### src/hw/rtl/cdpc_pkg.sv
// ----------------------------------------------------------------------------
// cdpc_pkg
// Shared types and constants for the crop, decimate and pixel converter.
// ----------------------------------------------------------------------------
package cdpc_pkg;

	localparam int MAX_DIM    = 4096;
	localparam int DIM_W      = $clog2(MAX_DIM);
	localparam int COORD_W    = 12;
	localparam int LIM_W      = 13;
	localparam int CROP_W     = 12;
	localparam int STEP_W     = 8;
	localparam int FMT_W      = 3;
	localparam int CMP_W      = ((DIM_W > LIM_W) ? DIM_W : LIM_W) + 1;
	localparam int COLOUR_W   = 8;
	localparam int WORD_W     = 32;
	localparam int CFG_IDX_W  = 3;
	localparam int CFG_DATA_W = 13;
	localparam int NUM_LANES  = 2;
	localparam int FIFO_DEPTH = 8;
	localparam int FIFO_PTR_W = $clog2(FIFO_DEPTH);
	localparam int FIFO_CNT_W = $clog2(FIFO_DEPTH + 1);
	localparam int PROD_W     = 20;

	// pixel formats
	localparam logic [FMT_W-1:0] FMT_UYVY    = 3'd0;
	localparam logic [FMT_W-1:0] FMT_YUYV    = 3'd1;
	localparam logic [FMT_W-1:0] FMT_BGR16   = 3'd2;
	localparam logic [FMT_W-1:0] FMT_BGR24   = 3'd3;
	localparam logic [FMT_W-1:0] FMT_RGB32   = 3'd4;
	localparam logic [FMT_W-1:0] FMT_BGR32   = 3'd5;
	localparam logic [FMT_W-1:0] FMT_INVALID = 3'd6;

	// register indexes
	localparam logic [CFG_IDX_W-1:0] REG_PIXEL_FORMAT = 3'd0;
	localparam logic [CFG_IDX_W-1:0] REG_LINE_WIDTH   = 3'd1;
	localparam logic [CFG_IDX_W-1:0] REG_CROP_LEFT    = 3'd2;
	localparam logic [CFG_IDX_W-1:0] REG_COL_LIMIT    = 3'd3;
	localparam logic [CFG_IDX_W-1:0] REG_CROP_TOP     = 3'd4;
	localparam logic [CFG_IDX_W-1:0] REG_ROW_LIMIT    = 3'd5;
	localparam logic [CFG_IDX_W-1:0] REG_H_STEP       = 3'd6;
	localparam logic [CFG_IDX_W-1:0] REG_V_STEP       = 3'd7;

	typedef struct packed {
		logic [FMT_W-1:0]  pixel_format;
		logic [LIM_W-1:0]  line_width;
		logic [CROP_W-1:0] crop_left;
		logic [LIM_W-1:0]  col_limit;
		logic [CROP_W-1:0] crop_top;
		logic [LIM_W-1:0]  row_limit;
		logic [STEP_W-1:0] h_step;
		logic [STEP_W-1:0] v_step;
	} cfg_t;

	typedef struct packed {
		logic [COLOUR_W-1:0] blue;
		logic [COLOUR_W-1:0] green;
		logic [COLOUR_W-1:0] red;
	} rgb_t;

	// red sits in the lowest bits, as on the output bus
	typedef struct packed {
		logic [COORD_W-1:0]  out_y;
		logic [COORD_W-1:0]  out_x;
		logic [COLOUR_W-1:0] blue;
		logic [COLOUR_W-1:0] green;
		logic [COLOUR_W-1:0] red;
	} res_t;

	// kept flags and destination coordinates of the pixels of one word
	typedef struct packed {
		logic [NUM_LANES-1:0]              kept;
		logic [NUM_LANES-1:0][COORD_W-1:0] x;
		logic [NUM_LANES-1:0][COORD_W-1:0] y;
	} pos_t;

	typedef struct packed {
		logic [NUM_LANES-1:0] kept;
		res_t [NUM_LANES-1:0] res;
	} pair_t;

endpackage

### src/hw/rtl/crop_decimate_pixel_converter.sv
// ----------------------------------------------------------------------------
// crop_decimate_pixel_converter
// Crops and decimates a raster pixel stream and converts kept pixels to RGB888.
// ----------------------------------------------------------------------------
// One 32-bit source word is taken per clock unless the input is held off.
// UYVY, YUYV and BGR16 words carry two pixels that are handled by two
// conversion lanes side by side; the other formats use lane 0 only. Each kept
// pixel leaves as one output transaction with its destination column and row,
// so a word whose two pixels are both kept takes two output transactions and
// the sustained rate is then set by the output port at one pixel per clock
// while it is ready. A result passes three pipeline stages and a queue write
// before it can leave. The input is held off when the eight-entry result queue
// plus the three stages in flight could not take another word. Configuration
// is taken every cycle and must only be written while the block is idle.
// ----------------------------------------------------------------------------
module crop_decimate_pixel_converter (
	input  logic                                clk,
	input  logic                                arst_n,
	// configuration write
	input  logic                                cfg_valid,
	output logic                                cfg_ready,
	input  logic [cdpc_pkg::CFG_IDX_W-1:0]      cfg_index,
	input  logic [cdpc_pkg::CFG_DATA_W-1:0]     cfg_data,
	// source words
	input  logic                                s_axis_tvalid,
	output logic                                s_axis_tready,
	input  logic [cdpc_pkg::WORD_W-1:0]         s_axis_tdata,  // source_word
	input  logic                                s_axis_tuser,  // start_of_frame
	// kept pixels
	output logic                                m_axis_tvalid,
	input  logic                                m_axis_tready,
	output logic [$bits(cdpc_pkg::res_t)-1:0]   m_axis_tdata,  // red, green, blue, out_x, out_y
	output logic                                m_axis_tlast   // last_of_run
);
	import cdpc_pkg::*;

	cfg_t                  cfg_q;
	pos_t                  pos;
	pos_t                  pos_s1, pos_s2, pos_s3;
	logic                  vld_s1, vld_s2, vld_s3;
	logic                  accept;
	rgb_t                  lane_rgb [NUM_LANES];
	pair_t                 entry;
	logic [FIFO_CNT_W-1:0] fifo_cnt;
	logic [FIFO_CNT_W:0]   claimed;

	assign cfg_ready = 1'b1;

	always_ff @(posedge clk or negedge arst_n) begin
		if (!arst_n) begin
			cfg_q.pixel_format <= FMT_UYVY;
			cfg_q.line_width   <= LIM_W'(640);
			cfg_q.crop_left    <= '0;
			cfg_q.col_limit    <= LIM_W'(640);
			cfg_q.crop_top     <= '0;
			cfg_q.row_limit    <= LIM_W'(480);
			cfg_q.h_step       <= STEP_W'(1);
			cfg_q.v_step       <= STEP_W'(1);
		end else if (cfg_valid && cfg_ready) begin
			case (cfg_index)
				REG_PIXEL_FORMAT: cfg_q.pixel_format <= cfg_data[FMT_W-1:0];
				REG_LINE_WIDTH:   cfg_q.line_width   <= cfg_data[LIM_W-1:0];
				REG_CROP_LEFT:    cfg_q.crop_left    <= cfg_data[CROP_W-1:0];
				REG_COL_LIMIT:    cfg_q.col_limit    <= cfg_data[LIM_W-1:0];
				REG_CROP_TOP:     cfg_q.crop_top     <= cfg_data[CROP_W-1:0];
				REG_ROW_LIMIT:    cfg_q.row_limit    <= cfg_data[LIM_W-1:0];
				REG_H_STEP:       cfg_q.h_step       <= cfg_data[STEP_W-1:0];
				REG_V_STEP:       cfg_q.v_step       <= cfg_data[STEP_W-1:0];
				default: begin
				end
			endcase
		end
	end

	// queue slots already promised to words still in the pipeline
	assign claimed       = (FIFO_CNT_W+1)'(fifo_cnt) + (FIFO_CNT_W+1)'(vld_s1)
		+ (FIFO_CNT_W+1)'(vld_s2) + (FIFO_CNT_W+1)'(vld_s3);
	assign s_axis_tready = claimed < (FIFO_CNT_W+1)'(FIFO_DEPTH);
	assign accept        = s_axis_tvalid && s_axis_tready;

	cdpc_position u_position (
		.clk    (clk),
		.arst_n (arst_n),
		.accept (accept),
		.sof    (s_axis_tuser),
		.cfg    (cfg_q),
		.pos    (pos)
	);

	for (genvar i = 0; i < NUM_LANES; i++) begin : g_lane
		cdpc_lane u_lane (
			.clk    (clk),
			.second (1'(i)),
			.fmt    (cfg_q.pixel_format),
			.word   (s_axis_tdata),
			.rgb    (lane_rgb[i])
		);
	end

	always_ff @(posedge clk or negedge arst_n) begin
		if (!arst_n) begin
			vld_s1 <= 1'b0;
			vld_s2 <= 1'b0;
			vld_s3 <= 1'b0;
		end else begin
			vld_s1 <= accept && (pos.kept != '0);
			vld_s2 <= vld_s1;
			vld_s3 <= vld_s2;
		end
	end

	always_ff @(posedge clk) begin
		pos_s1 <= pos;
		pos_s2 <= pos_s1;
		pos_s3 <= pos_s2;
	end

	always_comb begin
		entry.kept = pos_s3.kept;
		for (int i = 0; i < NUM_LANES; i++) begin
			entry.res[i].red   = lane_rgb[i].red;
			entry.res[i].green = lane_rgb[i].green;
			entry.res[i].blue  = lane_rgb[i].blue;
			entry.res[i].out_x = pos_s3.x[i];
			entry.res[i].out_y = pos_s3.y[i];
		end
	end

	cdpc_merge u_merge (
		.clk           (clk),
		.arst_n        (arst_n),
		.push          (vld_s3),
		.entry         (entry),
		.count         (fifo_cnt),
		.m_axis_tvalid (m_axis_tvalid),
		.m_axis_tready (m_axis_tready),
		.m_axis_tdata  (m_axis_tdata),
		.m_axis_tlast  (m_axis_tlast)
	);

endmodule

### src/hw/rtl/cdpc_position.sv
// ----------------------------------------------------------------------------
// cdpc_position
// Source and destination position tracking; decides which pixels are kept.
// ----------------------------------------------------------------------------
module cdpc_position (
	input  logic          clk,
	input  logic          arst_n,
	input  logic          accept,
	input  logic          sof,
	input  cdpc_pkg::cfg_t cfg,
	output cdpc_pkg::pos_t pos
);
	import cdpc_pkg::*;

	typedef struct packed {
		logic [DIM_W-1:0]   src_col;
		logic [DIM_W-1:0]   src_row;
		logic [STEP_W-1:0]  col_phase;
		logic [STEP_W-1:0]  row_phase;
		logic [COORD_W-1:0] dest_col;
		logic [COORD_W-1:0] dest_row;
	} cnt_t;

	typedef struct packed {
		logic [STEP_W-1:0] h;
		logic [STEP_W-1:0] v;
		logic [LIM_W-1:0]  start_x;
		logic [LIM_W-1:0]  start_y;
		logic [LIM_W-1:0]  wid;
		logic [LIM_W-1:0]  col_limit;
		logic [LIM_W-1:0]  row_limit;
	} lim_t;

	typedef struct packed {
		cnt_t               nxt;
		logic               kept;
		logic [COORD_W-1:0] x;
		logic [COORD_W-1:0] y;
	} step_t;

	function automatic logic [STEP_W-1:0] next_phase(logic [STEP_W-1:0] ph,
			logic [STEP_W-1:0] st);
		logic [STEP_W:0] inc;
		inc = (STEP_W+1)'(ph) + 1'b1;
		return (inc >= (STEP_W+1)'(st)) ? '0 : inc[STEP_W-1:0];
	endfunction

	function automatic step_t take(cnt_t s, lim_t l);
		step_t             r;
		logic              col_go;
		logic              row_go;
		logic              col_ok;
		logic              row_ok;
		logic [CMP_W-1:0]  col_inc;
		logic [CMP_W-1:0]  row_inc;
		col_go  = CMP_W'(s.src_col) >= CMP_W'(l.start_x);
		row_go  = CMP_W'(s.src_row) >= CMP_W'(l.start_y);
		col_ok  = col_go && (CMP_W'(s.src_col) < CMP_W'(l.col_limit)) && (s.col_phase == '0);
		row_ok  = row_go && (CMP_W'(s.src_row) < CMP_W'(l.row_limit)) && (s.row_phase == '0);
		col_inc = CMP_W'(s.src_col) + 1'b1;
		row_inc = CMP_W'(s.src_row) + 1'b1;
		r.kept  = col_ok && row_ok;
		r.x     = s.dest_col;
		r.y     = s.dest_row;
		r.nxt   = s;
		if (r.kept) begin
			r.nxt.dest_col = s.dest_col + 1'b1;
		end
		if (col_go) begin
			r.nxt.col_phase = next_phase(s.col_phase, l.h);
		end
		// end of line
		if (col_inc >= CMP_W'(l.wid) || col_inc >= CMP_W'(MAX_DIM)) begin
			r.nxt.src_col   = '0;
			r.nxt.col_phase = '0;
			r.nxt.dest_col  = '0;
			if (row_ok) begin
				r.nxt.dest_row = s.dest_row + 1'b1;
			end
			if (row_go) begin
				r.nxt.row_phase = next_phase(s.row_phase, l.v);
			end
			r.nxt.src_row = (row_inc >= CMP_W'(MAX_DIM)) ? '0 : row_inc[DIM_W-1:0];
		end else begin
			r.nxt.src_col = col_inc[DIM_W-1:0];
		end
		return r;
	endfunction

	cnt_t  cnt_q;
	cnt_t  base;
	cnt_t  cnt_nxt;
	lim_t  lim;
	step_t st0;
	step_t st1;
	logic  two_pix;
	logic  one_pix;

	always_comb begin
		lim.h         = (cfg.h_step == '0) ? STEP_W'(1) : cfg.h_step;
		lim.v         = (cfg.v_step == '0) ? STEP_W'(1) : cfg.v_step;
		lim.start_x   = LIM_W'(cfg.crop_left) + LIM_W'(lim.h >> 1);
		lim.start_y   = LIM_W'(cfg.crop_top) + LIM_W'(lim.v >> 1);
		lim.wid       = (cfg.line_width == '0) ? LIM_W'(1) : cfg.line_width;
		lim.col_limit = cfg.col_limit;
		lim.row_limit = cfg.row_limit;
	end

	always_comb begin
		two_pix = (cfg.pixel_format == FMT_UYVY) || (cfg.pixel_format == FMT_YUYV)
			|| (cfg.pixel_format == FMT_BGR16);
		one_pix = (cfg.pixel_format == FMT_BGR24) || (cfg.pixel_format == FMT_RGB32)
			|| (cfg.pixel_format == FMT_BGR32);
		base    = sof ? '0 : cnt_q;
		// second pixel of a word continues from where the first left off
		st0     = take(base, lim);
		st1     = take(st0.nxt, lim);
		if (two_pix) begin
			cnt_nxt = st1.nxt;
		end else if (one_pix) begin
			cnt_nxt = st0.nxt;
		end else begin
			cnt_nxt = base;
		end
		pos.kept[0] = st0.kept && (two_pix || one_pix);
		pos.kept[1] = st1.kept && two_pix;
		pos.x[0]    = st0.x;
		pos.x[1]    = st1.x;
		pos.y[0]    = st0.y;
		pos.y[1]    = st1.y;
	end

	always_ff @(posedge clk or negedge arst_n) begin
		if (!arst_n) begin
			cnt_q <= '0;
		end else if (accept) begin
			cnt_q <= cnt_nxt;
		end
	end

endmodule

### src/hw/rtl/cdpc_lane.sv
// ----------------------------------------------------------------------------
// cdpc_lane
// One pixel lane: picks its bytes from the word and converts to RGB888.
// ----------------------------------------------------------------------------
module cdpc_lane (
	input  logic                         clk,
	input  logic                         second,
	input  logic [cdpc_pkg::FMT_W-1:0]   fmt,
	input  logic [cdpc_pkg::WORD_W-1:0]  word,
	output cdpc_pkg::rgb_t               rgb
);
	import cdpc_pkg::*;

	function automatic logic [COLOUR_W-1:0] clamp8(logic signed [PROD_W-1:0] sum);
		logic signed [PROD_W-1:0] sh;
		sh = sum >>> 8;
		if (sh < 0) begin
			return '0;
		end else if (sh > PROD_W'(255)) begin
			return 8'hFF;
		end else begin
			return sh[COLOUR_W-1:0];
		end
	endfunction

	logic [COLOUR_W-1:0] b0, b1, b2, b3;
	logic [COLOUR_W-1:0] y_sel, u_sel, v_sel, lo, hi;
	logic                is_yuv;
	rgb_t                direct;

	logic signed [8:0]        c_s1, d_s1, e_s1;
	logic                     is_yuv_s1;
	rgb_t                     direct_s1;

	logic signed [PROD_W-1:0] yc_s2, re_s2, gd_s2, ge_s2, bd_s2;
	logic                     is_yuv_s2;
	rgb_t                     direct_s2;

	logic signed [PROD_W-1:0] sum_r, sum_g, sum_b;
	rgb_t                     conv;

	assign b0 = word[7:0];
	assign b1 = word[15:8];
	assign b2 = word[23:16];
	assign b3 = word[31:24];
	assign lo = second ? b2 : b0;
	assign hi = second ? b3 : b1;

	always_comb begin
		is_yuv = 1'b0;
		y_sel  = b1;
		u_sel  = b0;
		v_sel  = b2;
		direct = '0;
		case (fmt)
			FMT_UYVY: begin
				is_yuv = 1'b1;
				y_sel  = second ? b3 : b1;
				u_sel  = b0;
				v_sel  = b2;
			end
			FMT_YUYV: begin
				is_yuv = 1'b1;
				y_sel  = second ? b2 : b0;
				u_sel  = b1;
				v_sel  = b3;
			end
			FMT_BGR16: begin
				direct.blue  = {lo[4:0], 3'b000};
				direct.green = {hi[2:0], lo[7:5], 2'b00};
				direct.red   = {hi[7:3], 3'b000};
			end
			FMT_RGB32: begin
				direct.red   = b0;
				direct.green = b1;
				direct.blue  = b2;
			end
			default: begin
				direct.blue  = b0;
				direct.green = b1;
				direct.red   = b2;
			end
		endcase
	end

	// stage 1: offsets, stage 2: products, stage 3: sums and clamp
	always_ff @(posedge clk) begin
		c_s1      <= $signed({1'b0, y_sel}) - 9'sd16;
		d_s1      <= $signed({1'b0, u_sel}) - 9'sd128;
		e_s1      <= $signed({1'b0, v_sel}) - 9'sd128;
		is_yuv_s1 <= is_yuv;
		direct_s1 <= direct;

		yc_s2     <= PROD_W'(c_s1) * $signed(PROD_W'(298));
		re_s2     <= PROD_W'(e_s1) * $signed(PROD_W'(409));
		gd_s2     <= PROD_W'(d_s1) * $signed(PROD_W'(100));
		ge_s2     <= PROD_W'(e_s1) * $signed(PROD_W'(208));
		bd_s2     <= PROD_W'(d_s1) * $signed(PROD_W'(516));
		is_yuv_s2 <= is_yuv_s1;
		direct_s2 <= direct_s1;

		rgb       <= is_yuv_s2 ? conv : direct_s2;
	end

	always_comb begin
		sum_r      = yc_s2 + re_s2 + $signed(PROD_W'(128));
		sum_g      = yc_s2 - gd_s2 - ge_s2 + $signed(PROD_W'(128));
		sum_b      = yc_s2 + bd_s2 + $signed(PROD_W'(128));
		conv.red   = clamp8(sum_r);
		conv.green = clamp8(sum_g);
		conv.blue  = clamp8(sum_b);
	end

endmodule

### src/hw/rtl/cdpc_merge.sv
// ----------------------------------------------------------------------------
// cdpc_merge
// Queue of per-word lane results, sent out one pixel per transaction.
// ----------------------------------------------------------------------------
module cdpc_merge (
	input  logic                              clk,
	input  logic                              arst_n,
	input  logic                              push,
	input  cdpc_pkg::pair_t                   entry,
	output logic [cdpc_pkg::FIFO_CNT_W-1:0]   count,
	output logic                              m_axis_tvalid,
	input  logic                              m_axis_tready,
	output logic [$bits(cdpc_pkg::res_t)-1:0] m_axis_tdata,
	output logic                              m_axis_tlast
);
	import cdpc_pkg::*;

	pair_t                 mem_q [FIFO_DEPTH];
	logic [FIFO_PTR_W-1:0] wr_ptr_q;
	logic [FIFO_PTR_W-1:0] rd_ptr_q;
	logic [FIFO_CNT_W-1:0] cnt_q;
	logic                  sel_q;
	pair_t                 head;
	logic                  cur;
	logic                  pop;
	logic                  xfer;

	assign head          = mem_q[rd_ptr_q];
	// skip lane 0 when it kept nothing
	assign cur           = sel_q || !head.kept[0];
	assign m_axis_tvalid = (cnt_q != '0);
	assign m_axis_tdata  = head.res[cur];
	assign m_axis_tlast  = cur || !head.kept[1];
	assign xfer          = m_axis_tvalid && m_axis_tready;
	assign pop           = xfer && m_axis_tlast;
	assign count         = cnt_q;

	always_ff @(posedge clk) begin
		if (push) begin
			mem_q[wr_ptr_q] <= entry;
		end
	end

	always_ff @(posedge clk or negedge arst_n) begin
		if (!arst_n) begin
			wr_ptr_q <= '0;
			rd_ptr_q <= '0;
			cnt_q    <= '0;
			sel_q    <= 1'b0;
		end else begin
			if (push) begin
				wr_ptr_q <= wr_ptr_q + 1'b1;
			end
			if (pop) begin
				rd_ptr_q <= rd_ptr_q + 1'b1;
				sel_q    <= 1'b0;
			end else if (xfer) begin
				sel_q <= 1'b1;
			end
			if (push && !pop) begin
				cnt_q <= cnt_q + 1'b1;
			end else if (pop && !push) begin
				cnt_q <= cnt_q - 1'b1;
			end
		end
	end

endmodule

### config.mk
export PLATFORM = sky130hd
export DESIGN_NAME = crop_decimate_pixel_converter
export DESIGN_NICKNAME = d
export VERILOG_FILES = /design/src/hw/rtl/cdpc_pkg.sv /design/src/hw/rtl/crop_decimate_pixel_converter.sv /design/src/hw/rtl/cdpc_position.sv /design/src/hw/rtl/cdpc_lane.sv /design/src/hw/rtl/cdpc_merge.sv
export SDC_FILE = /design/constraint.sdc
export NUM_CORES = 2
export LEC_CHECK = 0
export ABC_CLOCK_PERIOD_IN_PS = 9500
export BUFFER_PORTS_ARGS = -buffer_cell sky130_fd_sc_hd__buf_2
export CAP_MARGIN = 30
export CORE_ASPECT_RATIO = 1.4
export CORE_MARGIN = 4
export CORE_UTILIZATION = 45
export DETAILED_ROUTE_END_ITERATION = 10
export PLACE_DENSITY = 0.71
export SLEW_MARGIN = 30
export SYNTH_ARGS = -nofsm -noshare
export SYNTH_HDL_FRONTEND = slang
export SYNTH_SLANG_ARGS = --single-unit
### constraint.sdc
create_clock -name clk -period 9.5 [get_ports clk]
set_clock_uncertainty 0.05 [all_clocks]
set_input_delay 1.9 -clock clk [delete_from_list [all_inputs] [get_ports clk]]
set_output_delay 1.9 -clock clk [all_outputs]
set_load 0.01 [all_outputs]
==> run metrics <==
Die Ht=460.0 um; TritonCTS buffer count=119; Setup Buffers After CTS=0; DR DRC count=0; fin nets=5800; EDFF count, synth=784; num ports=106; Leakage=29.30 nW; CP max FO=17; Detailed Route Iter0 Violations=3467; Peak Freq=118.9 MHz; Setup TNS=0 ns; Clock Tree Buf Depth=3; cell mode on critical path=and4_1; flops & latches, synth=1355; Via density=5.685; hpwl dp=110900 um; largest cells by area after synthesis=edfxtp_1 36%, dfxtp_1 13%, ha_1 11%; gr ovfl total=0; Post-Syn Instances=4939; drt wl/cell=22.27 um; minimum clock period after layout=8.412 ns; Switching Share=38.01%; Crit. End Element=register; initial antenna violation count=15; CTS tree=built; total wire length=158500 um; WS Path Type=in2reg; Initial Util=45.38%; Async SR Flop Fraction=11.81%; die area=152200 um2; worst endpoint required time=10.04 ns; P_sw=9.158 mW; DIE WIDTH=330.9 um; post-synth cell types=98; Fin. Hold Viols=0; CTS Hold Bufs=0; WP data arrival=8.96 ns; vias=40.46k; drt pass-1 iters=6; H-tree lvl count=3; Routability Congestion=0.9332; startpoint types=primary input; first-pass GRT wire length=243500 um; Setup-failing EPs final=0; family with the most delay on the worst path=compound AO/OA/AOI/OAI gates; Comb power frac=45.9%; Final Core Density=50.39%; Slowest-stage cell, CP=o311ai_1; FP Rows=165; post-route ant nets=0; P per Cell Area=330.4 nW/um2; CP bufs+invs=5; port bufs=104; Clock Sinks=1355; Tcrit/Tclk final=88.54%; Syn Nets=5658; outcome=completed; via count of the first global-routing pass=40.80k; mapped cell area=65670 um2; Hold Path Class=reg2reg; Max VDD drop=0.2622 mV; GRT Total Usage=20.87%; synthesis warning total=0; core footprint=144700 um2; relative slew slack=27.35%; Clk network pwr share=20.8%; sequential area share after synthesis=54.49%; count leader, synth=edfxtp_1; area share of the largest cell type after synthesis=35.85%; RSZ-0062 raised after global routing=false; post-synth top area cell=edfxtp_1; clock root buffer=clkbuf_16; slowest stage delay, CP=0.77 ns; Resized Gates After CTS=0; dominant synthesized flop cell=edfxtp_1; area delta synth->final=11.04%; max-cap viol count=0; fin. max-slew vios=0; Total Power=24.10 mW; Reg clk slew, reported paths=0.07 ns; Reg power frac=33.4%; Syn Area/Cell=13.30 um2; maximum number of pins on one net before global-route repair=107; clk_lat worst skew=0.75 ns; Pint=14.94 mW; share of layout cells above drive strength 1=15.38%; Slew @ Worst Pin=1.090 ns; Synth top cells by count=784 x edfxtp_1, 582 x ha_1, 411 x dfxtp_1, 384 x inv_1, 258 x nor2_1
area by class of cell:
class	instances	area (um2)
sequential	1355	35800
clock buffer	172	3475
timing repair buffer	186	1187
tap	1920	2402
multi-input combinational	3034	27920
fill	12070	71800
antenna	11	27.53
inverter	385	1445
clock inverter	55	664.4
routing by layer:
layer / up-vias / wire length (um) / track usage (%)
li1: 18660 / - / -
met1: 20110 / 64560 / 26.95
met2: 1302 / 78180 / 35.42
met3: 382 / 8485 / 2.614
met4: 8 / 7273 / 8.926
met5: - / 48 / 0
placed cells by master (no fill, tap or decap), drive strengths merged, types with 83 or more instances in the layout:
| master | instances |
|---|---|
| dfxtp | 411 |
| ha | 582 |
| mux2 | 93 |
| o21ai | 228 |
| clkbuf | 173 |
| a21oi | 200 |
| nand2 | 230 |
| buf | 185 |
| inv | 396 |
| xnor2 | 148 |
| edfxtp | 784 |
| dfrtp | 150 |
| nor2 | 258 |
| mux4 | 244 |
| fa | 83 |
flip-flops by register name (all words and copies together), names as in the netlist, 4 cells and up:
signal and cells:
g_lane.u_lane.rgb 48, g_lane.u_lane.ge_s2 12, u_position.cnt_q 64, g_lane.u_lane.c_s1 18
u_merge.count 4, pos_s1 50, g_lane.u_lane.direct_s2 40, entry 50
g_lane.u_lane.bd_s2 15, g_lane.u_lane.gd_s2 15, g_lane.u_lane.yc_s2 36, pos_s2 50
cfg_q 82, g_lane.u_lane.direct_s1 40, g_lane.u_lane.re_s2 19, g_lane.u_lane.e_s1 8
u_merge.mem_q 784, g_lane.u_lane.d_s1 8
stage by stage:
stage               cell area (um2)  hold WS (ns)  cells  setup slack (ns)
finish                        72920        0.2706   7118             1.088
global route                  72900        0.2773   7111            0.4664
CTS                           72840        0.2711   7105             1.105
detailed placement            68710        0.2621   6878            0.3758
global placement              68680        0.2618   6876            0.4619
floorplan                     65710        0.2596   4939          0.006816
cells by family after synthesis:
family / synth area share [%]
xor gates and xnor gates: 2.879
AOI/OAI and AO/OA: 7.943
other: 0.005710
adders and majority gates: 13.62
DFF: 54.49
buffers and inverters: 3.191
and+or+nand+nor: 7.343
muxes: 10.53
power by group through the flow:
stage	clock (mW)	combinational, mW	sequential (mW)
floorplan	0	8.39	7.68
global placement	0	10.7	8.13
detailed placement	0	11.0	8.17
CTS	5.11	11.1	8.04
global route	5.36	12.4	8.13
finish	5.00	11.1	8.04
final timing paths:
kind	from	end	slack [ns]	depth (start not counted)
setup / recovery	s_axis_tuser	u_position.cnt_q[5]	1.09	28
hold / removal	g_lane[1].u_lane.direct_s1[15]	g_lane[1].u_lane.direct_s2[15]	0.27	0
setup reg to reg	u_position.cnt_q[53]	u_position.cnt_q[5]	1.90	26
min in group asynchronous	arst_n	cfg_q[43]	1.01	1
max in group asynchronous	arst_n	u_merge.rd_ptr_q[2]	7.12	2
hold reg to reg	g_lane[1].u_lane.direct_s1[15]	g_lane[1].u_lane.direct_s2[15]	0.27	0
Power figures use the tool's default switching activity.
